===== src/sv/lge_pkg.sv =====
package lge_pkg;

  // board geometry
  localparam int MAX_ROWS = 256;
  localparam int MAX_COLS = 256;
  localparam int ROW_W    = $clog2(MAX_ROWS);
  localparam int COL_W    = $clog2(MAX_COLS);
  localparam int ADDR_W   = ROW_W + COL_W;
  localparam int CELLS    = MAX_ROWS * (2 ** COL_W);

  // configuration registers
  localparam int CFG_W     = 9;
  localparam int CFG_IDX_W = 1;
  localparam logic [CFG_IDX_W-1:0] REG_ROWS = 1'd0;
  localparam logic [CFG_IDX_W-1:0] REG_COLS = 1'd1;
  localparam logic [CFG_W-1:0]     SIZE_RESET = 9'd256;

  // operation codes
  localparam logic [1:0] OP_WRITE = 2'd0;
  localparam logic [1:0] OP_READ  = 2'd1;
  localparam logic [1:0] OP_STEP  = 2'd2;

  typedef struct packed {
    logic [1:0]       operation;
    logic [ROW_W-1:0] row;
    logic [COL_W-1:0] col;
    logic             cell_value;
  } in_item_t;

  typedef struct packed {
    logic read_alive;
    logic status;
  } out_item_t;

  // controller to datapath
  typedef struct packed {
    logic load;
    logic cell_access;
    logic scan_init;
    logic scan_rd;
    logic swap;
    logic res_load;
  } lge_cmd_t;

  // datapath to controller
  typedef struct packed {
    logic [1:0] op;
    logic       board_empty;
    logic       scan_last;
  } lge_stat_t;

endpackage


===== src/sv/lge_ctrl.sv =====
module lge_ctrl import lge_pkg::*; (
  input  logic      clk,
  input  logic      rst,
  input  logic      start,
  output logic      busy,
  output logic      done,
  input  lge_stat_t stat,
  output lge_cmd_t  cmd
);

  localparam logic [2:0] ST_IDLE   = 3'd0;
  localparam logic [2:0] ST_EXEC   = 3'd1;
  localparam logic [2:0] ST_RESP   = 3'd2;
  localparam logic [2:0] ST_SCAN   = 3'd3;
  localparam logic [2:0] ST_DRAIN  = 3'd4;
  localparam logic [2:0] ST_FINISH = 3'd5;

  logic [2:0] state;
  logic [2:0] state_next;

  // next state and commands
  always_comb begin
    state_next = state;
    cmd        = '0;
    case (state)
      ST_IDLE: begin
        if (start) begin
          cmd.load   = 1'b1;
          state_next = ST_EXEC;
        end
      end
      ST_EXEC: begin
        if (stat.op == OP_STEP) begin
          if (stat.board_empty) begin
            state_next = ST_FINISH;
          end else begin
            cmd.scan_init = 1'b1;
            state_next    = ST_SCAN;
          end
        end else begin
          cmd.cell_access = 1'b1;
          state_next      = ST_RESP;
        end
      end
      ST_RESP: begin
        cmd.res_load = 1'b1;
        state_next   = ST_IDLE;
      end
      ST_SCAN: begin
        cmd.scan_rd = 1'b1;
        if (stat.scan_last) begin
          state_next = ST_DRAIN;
        end
      end
      ST_DRAIN: begin
        state_next = ST_FINISH;
      end
      ST_FINISH: begin
        cmd.swap     = 1'b1;
        cmd.res_load = 1'b1;
        state_next   = ST_IDLE;
      end
      default: begin
        state_next = ST_IDLE;
      end
    endcase
  end

  // state register and result strobe
  always_ff @(posedge clk) begin
    if (rst) begin
      state <= ST_IDLE;
      done  <= 1'b0;
    end else begin
      state <= state_next;
      done  <= cmd.res_load;
    end
  end

  assign busy = (state != ST_IDLE);

endmodule


===== config.mk =====
export PLATFORM = sky130hd
export DESIGN_NAME = lge_ctrl
export DESIGN_NICKNAME = d
export VERILOG_FILES = /design/src/sv/lge_pkg.sv /design/src/sv/lge_ctrl.sv
export SDC_FILE = /design/constraint.sdc
export NUM_CORES = 1
export LEC_CHECK = 0
export BUFFER_PORTS_ARGS = -buffer_cell sky130_fd_sc_hd__buf_4
export CAP_MARGIN = 20
export CELL_PAD_IN_SITES_DETAIL_PLACEMENT = 0
export CELL_PAD_IN_SITES_GLOBAL_PLACEMENT = 1
export CORE_AREA = 2 2 39 41
export CTS_BUF_LIST = sky130_fd_sc_hd__clkbuf_16
export DETAILED_ROUTE_END_ITERATION = 10
export DIE_AREA = 0 0 41 43
export PLACE_DENSITY_LB_ADDON = 0.1
export SETUP_SLACK_MARGIN = 0.15
export SLEW_MARGIN = 15
export SYNTH_ARGS = -nofsm -noshare
export SYNTH_HDL_FRONTEND = slang
export SYNTH_SLANG_ARGS = --single-unit
export TNS_END_PERCENT = 50

===== constraint.sdc =====
create_clock -name clk -period 1.4 [get_ports clk]
set_clock_uncertainty 0.15 [all_clocks]
set_input_delay 0.21 -clock clk [delete_from_list [all_inputs] [get_ports clk]]
set_output_delay 0.21 -clock clk [all_outputs]
set_load 0.03 [all_outputs]

## Word-level counts from Yosys, hierarchy flattened

Cells that the tools add are included.

- Multiplexer cells: 14
- Equality and inequality tests: 8
- Reduce and logical (&&, ||, !) cells: 4

Operators by type and width:

| kind | count |
|---|---|
| 2-to-1 mux 3 bit | 4 |
| case mux 3 bit (4 select lines) | 1 |
| 2-to-1 mux 1 bit | 8 |
| equality test 3 x 2 -> 1 bit, second input constant | 2 |
| equality test 3 bit, second input constant | 2 |
| != test 2 bit, second input constant | 2 |
| equality test 3 x 1 -> 1 bit, second input constant | 1 |
| zero test 3 bit | 1 |
| nonzero test 3 bit | 1 |
| equality test 2 bit, second input constant | 1 |
| 2-to-1 mux 2 bit | 1 |
| AND reduction 2 bit | 1 |
| OR reduction 2 bit | 1 |

- Input port bits: 7
- Logic and storage cells: 28
- Register bits: 4

## Logic depth before layout (Yosys ltp)

Gate-level depths: netlist of run 1.

- Depth in word-level cells: 3
- Mapped depth: 4

## Worst setup path after synthesis of run 1

OpenSTA, ideal clock, no wires.

- Path kind: register to output
- Start point: register state[0]
- End point: output port cmd[3] in the netlist's numbering
- Arrival time: 1535 ps
- Stages on the path, launching flop included: 3
- Path slack: -495 ps
- Cells stage by stage: dfxtp_1 -> nand2_1 -> nor4b_1

RTL lines:

| item | line | RTL |
|---|---|---|
| start: declaration | lge_ctrl.sv:18 | `logic [2:0] state;` |
| start signal: assignment | lge_ctrl.sv:75 | `state <= state_next;` |
| end: declaration | lge_ctrl.sv:8 | `output lge_cmd_t cmd` |

## Final worst setup path of run 1

- Start point: register state[1]
- End point: output port busy

- Word-level cells in the longest chain between the ends: 1

Ends and longest elaborated chain:

| item | line | RTL |
|---|---|---|
| nonzero test 3 bit | lge_ctrl.sv:80 | `assign busy = (state != ST_IDLE);` |
| end: declaration | lge_ctrl.sv:5 | `output logic busy,` |

Every way passes these cells.

==> summary.md, run 1 <==
| Metric | Value |
|---|---|
| Status | `finished, violations left` |
| Failing checks | `setup timing` |
| Max cap viols | `0` |
| Pwr Density | `1308 nW/um2` |
| DRT Wirelength | `867 um` |
| Cells after Synth | `30` |
| Most frequently used flop master after synthesis | `dfxtp_1` |
| Post-synth EDFFs | `0` |
| XOR/XNOR Fraction of Synth Area | `0` |
| Layout area overhead | `124.5%` |
| CP max FO | `7` |
| Clk buf depth | `2` |
| CTS Buf Count | `3` |
| Synth Register Bits | `4` |
| Number of setup violations in the final report | `6` |
| Cell Area, Synth | `270.3 um2` |
| Setup crit end kind | `output pin` |
| CTS tree | `built` |
| HPWL after detailed placement | `623.9 um` |
| Vias in the first global route | `316` |
| Post-synth top area share | `0.2963` |
| Synth top cells by count | `dfxtp_1, inv_1, nor2b_1` |
| RSZ-0062 raised after global routing | `yes` |
| FF-to-FF setup slack | `0.04 ns` |
| Clk_lat worst skew | `0.23 ns` |
| Min Tclk post-route | `1.479 ns` |
| Proportion of synthesized area in mux cells | `0` |
| CTS clk-pin slew, worst paths | `0.03 ns` |
| Critical path type | `register to output pin` |
| DR pass1 iterations | `3` |
| Fin. Hold Viols | `0` |
| GRT Util Overall | `0.1186` |
| VDD IR max | `0.3379 mV` |
| Syn nets | `37` |
| Worst reg-to-reg path cell count | `5` |
| Crit path required time | `1.04 ns` |
| Initial antenna violation count | `0` |
| Synth top area cells | `dfxtp_1, nor4b_2, a211oi_2, and4bb_1, nor2b_1` |
| Leak Pwr | `0.2690 nW` |
| Layout cells sized above 1 | `0.7407` |
| Worst EP arrival | `1.12 ns` |
| H-tree levels | `1` |
| Fin nets | `63` |
| Overflow after GRT | `0` |
| Async S/R FF share, synth | `0` |
| Slew @ Worst Pin | `0.2880 ns` |
| Compound-Gate Fraction of Synth Area | `0.1111` |
| Hold Worst Slack | `0.01624 ns` |
| Residual DRC | `0` |
| Most frequent cell after synthesis | `dfxtp_1` |
| Final WS setup | `-0.07938 ns` |
| Pins over their slew limit | `0` |
| Hold Path Class | `input pin to register` |
| IO Port Bufs | `14` |
| Initial DRC Count | `1` |
| Slew HR | `0.8075` |
| Post-Synth Adder-Cell Area | `0` |
| Chip Height | `43 um` |
| Crit path launch type | `register` |
| Post-Synth Simple-Gate Area | `0.5093` |
| Fin util | `0.4385` |
| First-pass GRT wire length | `1.414 mm` |
| Initial cell density of the core | `0.1953` |
| Clock sink count | `4` |
| Via count | `318` |
| Hold depth | `2` |
| Period utilization | `1.057` |
| Vias per cell | `4.543` |
| Core Area | `1384 um2` |
| Antenna Cells | `0` |
| I/O pin total | `15` |
| Seq/Total Area, Yosys | `0.2963` |
| Largest net degree at the start of global routing | `8` |
| Warnings from Yosys | `0` |
| Routability cong. | `0.6902` |
| Dpl ws | `0.02435 ns` |
| Synth unique cells | `24` |
| Core Rows | `14` |
| Largest family of logic cells by synthesized area | `simple AND/OR/NAND/NOR gates` |
| Yosys top cell by area | `dfxtp_1` |
| Clock root buffer | `clkbuf_16` |
| Max Freq | `0.6760 GHz` |
| Die X | `41 um` |
| Routed len/inst | `12.39 um` |
| Die area | `1763 um2` |
| Avg Inst Size Synth | `9.009 um2` |
| Post-DRT Antenna Nets | `0` |
-- worst max-delay path, cell delays in order, from the launching register on --
cell and delay [ns]:
dfxtp_4 0.36, or3_4 0.38, buf_6 0.15
-- through the flow --
step	area, um2	total power [mW]	std cells	TNS, ns
final	606.8	0.7937	70	-0.2625
after floorplan	304.0	0.2449	30	0
after detailed placement	447.9	0.3096	63	0
after CTS	595.6	0.7981	69	-0.3521
after global routing	606.8	0.8256	70	-0.5874
after global placement	447.9	0.3073	63	0
-- flip-flops by register name, summed over array words and instances (netlist names) --
signal and flops:
done 1, state 3
-- power by group --
part	total, mW	switching [mW]	internal (mW)
combinational	0.201	0.0955	0.105
clock	0.452	0.0864	0.365
sequential	0.141	0.0167	0.125
total	0.794	0.199	0.595
-- area by class of cell --
type                            instances  area [um2]
Inverter                                3       11.26
Multi-Input combinational cell         22       212.7
Tap cell                               16       20.02
Clock buffer                            3       75.07
Sequential cell                         4       88.84
Timing Repair Buffer                   22       198.9
Fill cell                             128       777.0
-- kinds of logic (layout without fill, tap and decap cells) --
| logic type | Yosys count | in the layout |
|---|---|---|
| simple gates | 18 | 18 |
| compound gates | 4 | 4 |
| flops | 4 | 4 |
| buf+inv | 4 | 28 |
-- routing by layer --
metal	vias up	track usage	part of all wire
met5	-	0	0
li1	159	-	-
met4	0	0.08000	0.024
met1	147	0.1323	0.39
met2	10	0.1906	0.53
met3	2	0.02094	0.061
-- cells in the final DEF, fill, tap and decap left out --
cell and instances:
a211oi_2 1, a21oi_1 1, and2_1 1, and3_1 1
and3b_2 1, and4bb_1 1, buf_4 13, buf_6 9
clkbuf_16 3, dfxtp_1 1, dfxtp_2 1, dfxtp_4 2
inv_1 2, inv_2 1, nand2_4 1, nand2b_4 1
nand3b_1 1, nor2_1 1, nor2_2 1, nor2b_1 2
nor3_2 1, nor3_4 1, nor4_1 1, nor4b_2 1
nor4b_4 1, o211ai_1 1, o21ai_2 1, or3_1 1
or3_4 1
-- path summary, 6_finish.rpt --
check        startpoint        to
max            state[1]      busy
min                 rst  state[0]
max reg2reg    state[1]  state[0]
min reg2reg    state[0]  state[1]
-- what timing repair did --
item                       CTS  global route
pin swaps                    5             5
setup endpoints to repair    9             9
resized for setup           15             1
buffers inserted             3             1
hold buffers                 0             0
(Power assumes the default switching activity.)
==> run 2, diff against run 1 <==
==> constraint.sdc (replaced) <==
create_clock -name clk -period 1.75 [get_ports clk]
set_clock_uncertainty 0.15 [all_clocks]
set_input_delay 0.2625 -clock clk [delete_from_list [all_inputs] [get_ports clk]]
set_output_delay 0.2625 -clock clk [all_outputs]
set_load 0.03 [all_outputs]
==> summary.md, run 2 (synthesis gave the netlist of run 1 again) <==
| Metric | Value |
|---|---|
| Status | `finished clean` |
| Routed wl met3 | `48 um` |
| Die X | `41 um` |
| Reg power frac | `0.192` |
| I/O pin total | `15` |
| Routed len/inst | `11.24 um` |
| Post-route cell area | `500.5 um2` |
| Internal power | `0.4447 mW` |
| CP max FO | `8` |
| Core Area | `1384 um2` |
| Met2 routed WL | `356 um` |
| Sw Ratio | `0.2409` |
| Max Freq | `0.6377 GHz` |
| CTS tree | `built` |
| First-pass GRT wire length | `1.131 mm` |
| Crit path required time | `1.34 ns` |
| Largest net degree at the start of global routing | `12` |
| Leak Pwr | `0.2216 nW` |
| Min Tclk post-route | `1.568 ns` |
| Initial cell density of the core | `0.1953` |
| Vias in the first global route | `240` |
| Initial antenna violation count | `0` |
| Number of setup violations in the final report | `0` |
| Initial DRC Count | `0` |
| Clk buf depth | `2` |
| TNS Setup | `0 ns` |
| Critical path type | `register to output pin` |
| Worst reg-to-reg path cell count | `4` |
| Clock root buffer | `clkbuf_16` |
| Clock sink count | `4` |
| Fin. Hold Viols | `0` |
| VDD IR max | `0.3067 mV` |
| Slew @ Worst Pin | `0.2779 ns` |
| Pins over their slew limit | `0` |
| Die area | `1763 um2` |
| DRT Wirelength | `708 um` |
| Biggest regs | `state x3, done x1` |
| Routability cong. | `0.7499` |
| Fin util | `0.3617` |
| Highest routed layer | `met4` |
| CTS clk-pin slew, worst paths | `0.03 ns` |
| Crit path launch type | `register` |
| IO Port Bufs | `14` |
| Hold Path Class | `input pin to register` |
| GRT Util Overall | `0.1032` |
| Chip Height | `43 um` |
| Hold depth | `2` |
| Period utilization | `0.8961` |
| Fill cell count | `149` |
| Fin nets | `56` |
| Core Rows | `14` |
| RSZ-0062 raised after global routing | `yes` |
| Layout area overhead | `85.19%` |
| Commonest cells after routing, fill and taps aside | `buf_4, clkbuf_16, nor2b_1, inv_1, dfxtp_4` |
| Layout cells sized above 1 | `0.6383` |
| Placed cell areas | `390.4 um2` |
| Setup crit end kind | `output pin` |
| Via count | `291` |
| Worst EP arrival | `1.16 ns` |
| Psw | `0.1411 mW` |
| Pwr Density | `1170 nW/um2` |
| H-tree levels | `1` |
| Max reg flops | `3` |
| Post-DRT Antenna Nets | `0` |
| Vias per cell | `4.619` |
| HPWL after detailed placement | `546.8 um` |
| Clk_lat worst skew | `0.22 ns` |
| CTS Buf Count | `3` |
| Hold Buf Count CTS | `0` |
| Most common cell after layout, fill and taps aside | `buf_4` |
| Dpl ws | `0.3420 ns` |
| Overflow after GRT | `0` |
| Max cap viols | `0` |
| Antenna Cells | `0` |
| Slew HR | `0.8143` |
| Combinational group share of total power | `0.201` |
| WL met1 | `279 um` |
| Residual DRC | `0` |
| Final WS setup | `0.1819 ns` |
| Clock network power share | `0.607` |
| DR pass1 iterations | `1` |
| Biggest register | `state` |
-- run 2: cell count changes in the layout (fill, tap and decap cells not counted), sizes merged --
cell / before / now
buf: 22 / 15
-- run 2: timing repair --
item                                    4_1_cts  5_1_grt
buffers inserted                              0        1
resized for setup                             3        7
endpoints found under the setup margin        4        2
pin swaps                                     0        1
hold endpoints to repair                      0        0
-- run 2: final cells by class --
cell class	count	area [um2]	share of cell area
sequential	4	88.84	0.1775
timing repair buffer	15	112.6	0.2250
clock buffer	3	75.07	0.1500
multi-input combinational	22	190.2	0.3800
tap	16	20.02	0.04000
inverter	3	13.76	0.02750
-- run 2: worst paths after layout --
| kind | startpoint | to | slack [ns] |
|---|---|---|---|
| worst min-delay path | rst | state[0] | 0.08 |
| worst min register to register | state[0] | state[1] | 0.38 |
| worst max-delay path | state[0] | busy | 0.18 |
| worst max register to register | state[2] | state[0] | 0.50 |
-- run 2: worst max-delay path, cell delays in order (launching register included) --
cell and delay [ns]:
dfxtp_2 0.35, or3_4 0.40, buf_4 0.18
-- run 2: per-layer routing --
metal | global-route usage | up-vias
met5 | 0 | -
met4 | 0.1000 | 0
met3 | 0.04712 | 3
met2 | 0.1344 | 10
met1 | 0.1150 | 134
li1 | - | 144
-- run 2: power groups by stage --
stage / combinational [mW] / clock [mW] / sequential [mW]
2_1_floorplan: 0.0758 / 0 / 0.108
3_3_place_gp: 0.114 / 0 / 0.112
3_5_place_dp: 0.112 / 0 / 0.112
4_1_cts: 0.112 / 0.361 / 0.112
5_1_grt: 0.127 / 0.368 / 0.114
6_report: 0.118 / 0.356 / 0.112
-- run 2: stage by stage --
stage | hold slack, ns | power, mW | instances
after global placement | 0.3193 | 0.2260 | 59
after floorplan | 0.1816 | 0.1842 | 30
final | 0.07923 | 0.5858 | 63
after CTS | 0.08003 | 0.5847 | 62
after global routing | 0.08507 | 0.6088 | 63
after detailed placement | 0.3197 | 0.2235 | 59
==> run 3, diff against run 2 <==
--- a/config.mk
+++ b/config.mk
@@ -9,10 +9,10 @@
 export CAP_MARGIN = 20
 export CELL_PAD_IN_SITES_DETAIL_PLACEMENT = 0
 export CELL_PAD_IN_SITES_GLOBAL_PLACEMENT = 1
-export CORE_AREA = 2 2 39 41
+export CORE_AREA = 4 4 41 43
 export CTS_BUF_LIST = sky130_fd_sc_hd__clkbuf_16
 export DETAILED_ROUTE_END_ITERATION = 10
-export DIE_AREA = 0 0 41 43
+export DIE_AREA = 0 0 45 47
 export PLACE_DENSITY_LB_ADDON = 0.1
 export SETUP_SLACK_MARGIN = 0.15
 export SLEW_MARGIN = 15
==> constraint.sdc (replaced) <==
create_clock -name clk -period 1.4 [get_ports clk]
set_clock_uncertainty 0.15 [all_clocks]
set_input_delay 0.21 -clock clk [delete_from_list [all_inputs] [get_ports clk]]
set_output_delay 0.21 -clock clk [all_outputs]
set_load 0.03 [all_outputs]
==> summary.md, run 3 (synthesis gave the netlist of run 1 again) <==
| Metric | Value |
|---|---|
| Status | `finished, violations left` |
| Failing checks | `setup timing` |
| Initial antenna violation count | `0` |
| Cell at the slowest stage of the critical path | `or3_4` |
| Leak Pwr | `0.2949 nW` |
| Layout area overhead | `138.9%` |
| Antenna Cells | `0` |
| Max reg flops | `3` |
| Placed cells | `61` |
| Post-DRT Antenna Nets | `0` |
| Final Power | `0.8042 mW` |
| Min Tclk post-route | `1.488 ns` |
| DR pass1 iterations | `2` |
| Routability cong. | `0.6631` |
| Number of setup violations in the final report | `5` |
| Routed len/inst | `13.40 um` |
| Largest net degree at the start of global routing | `8` |
| Max Freq | `0.6720 GHz` |
| Critical path type | `register to output pin` |
| Die X | `45 um` |
| Fin nets | `67` |
| Period utilization | `1.063` |
| Crit path required time | `1.04 ns` |
| Residual DRC | `0` |
| Biggest register | `state` |
| IO Port Bufs | `14` |
| Commonest cells after routing, fill and taps aside | `buf_4, buf_6, clkbuf_16, dfxtp_4` |
| Core Rows | `13` |
| Slew HR | `0.8137` |
| GR met1 Demand/Resource | `0.1205` |
| Overflow after GRT | `0` |
| HPWL after detailed placement | `638 um` |
| Initial cell density of the core | `0.2077` |
| Biggest regs | `state x3, done x1` |
| Largest delay share family, worst path | `simple AND/OR/NAND/NOR gates` |
| Fill cell count | `121` |
| Worst EP arrival | `1.13 ns` |
| Max cap viols | `0` |
| Pwr Density | `1246 nW/um2` |
| Fin. Hold Viols | `0` |
| CP peak stage delay | `0.40 ns` |
| FF-to-FF setup slack | `0.04 ns` |
| Clock root buffer | `clkbuf_16` |
| Vias in the first global route | `349` |
| Busiest grt layer | `met2` |
| Core Area | `1301 um2` |
| Bufs and invs on worst path | `1` |
| GR Layer Usage met3 | `0.02299` |
| Final std cells w/o fill | `73` |
| Crit path launch type | `register` |
| Initial DRC Count | `3` |
| Die area | `2115 um2` |
| I/O pin total | `15` |
| H-tree levels | `1` |
| Fin util | `0.4962` |
| Slew @ Worst Pin | `0.2788 ns` |
| Hold Path Class | `input pin to register` |
| Pins over their slew limit | `0` |
| Via count | `333` |
| Clk buf depth | `2` |
| First-pass GRT wire length | `1.518 mm` |
| GRT Util Overall | `0.1058` |
| Clk_lat worst skew | `0.22 ns` |
| Layout cells sized above 1 | `0.7586` |
| CTS clk-pin slew, worst paths | `0.03 ns` |
| Hold Buf Count CTS | `0` |
| DRT Wirelength | `978 um` |
| RSZ-0062 raised after global routing | `yes` |
| CP max FO | `6` |
| Critical-path cell list | `or3_4 -> buf_6` |
| CTS tree | `built` |
| Setup crit end kind | `output pin` |
| Clock sink count | `4` |
| Most common cell after layout, fill and taps aside | `buf_4` |
| CTS Buf Count | `3` |
| Final WS setup | `-0.08805 ns` |
| Met2 Use GR | `0.1780` |
| Vias per cell | `4.562` |
| VDD IR max | `0.3888 mV` |
| Chip Height | `47 um` |
## run 3: cell count changes in the layout (fill, tap and decap cells not counted)
| cell | previous run | this run |
|---|---|---|
| nor3_4 | 0 | 1 |
| o21ai_2 | 0 | 1 |
| dfxtp_2 | 1 | 0 |
| buf_4 | 15 | 18 |
| nand2b_1 | 1 | 0 |
| buf_6 | 0 | 8 |
| nor3_1 | 1 | 0 |
| o21ai_1 | 1 | 0 |
| dfxtp_4 | 2 | 3 |
| nor4b_4 | 1 | 2 |
| nor4b_2 | 1 | 0 |
| nand2b_4 | 0 | 1 |
## run 3: metal layers
layer,part of all wire,vias to the layer above
li1,-,165
met1,0.39,160
met2,0.57,8
met3,0.041,0
met4,0,0
met5,0,-
## run 3: where the power goes
part | switching, mW | leakage [nW] | internal, mW
Sequential | 0.0163 | 0.0348 | 0.123
Combinational | 0.103 | 0.223 | 0.118
Clock | 0.0790 | 0.0370 | 0.365
## run 3: cell type report
cell class / instances / area (um2) / share of cell area
clock buffer: 3 / 75.07 / 0.1163
inverter: 3 / 13.76 / 0.02132
multi-input combinational: 22 / 221.5 / 0.3430
sequential: 4 / 91.34 / 0.1415
tap: 15 / 18.77 / 0.02907
timing repair buffer: 26 / 225.2 / 0.3488
## run 3: worst register-to-register path, stage by stage, from the launching register on
cell      delay [ns]
dfxtp_4         0.36
buf_6           0.13
buf_4           0.14
and4bb_1        0.28
o211ai_1        0.09
a21oi_1         0.14
## run 3: repair_timing
| item | in CTS | in global routing |
|---|---|---|
| endpoints found under the setup margin | 9 | 10 |
| buffers inserted | 6 | 3 |
| pin swaps | 5 | 6 |
| gates resized for setup | 14 | 4 |
## run 3: worst paths after layout
| kind | from | depth (start not counted) | end |
|---|---|---|---|
| min reg2reg | state[0] | 2 | state[2] |
| max reg2reg | state[1] | 5 | state[2] |
| min | rst | 2 | state[0] |
| max | state[2] | 2 | busy |
## run 3: metrics by stage
step	hold slack [ns]	worst slack, ns	cell area [um2]	setup TNS [ns]
after CTS	0.02276	-0.09342	599.3	-0.2724
after global placement	0.2549	0.04679	439.2	0
after detailed placement	0.2571	0.02655	439.2	0
final	0.02571	-0.08805	645.6	-0.2574
after floorplan	0.1223	0.05611	304.0	0
after global routing	0.03540	-0.1090	645.6	-0.5055
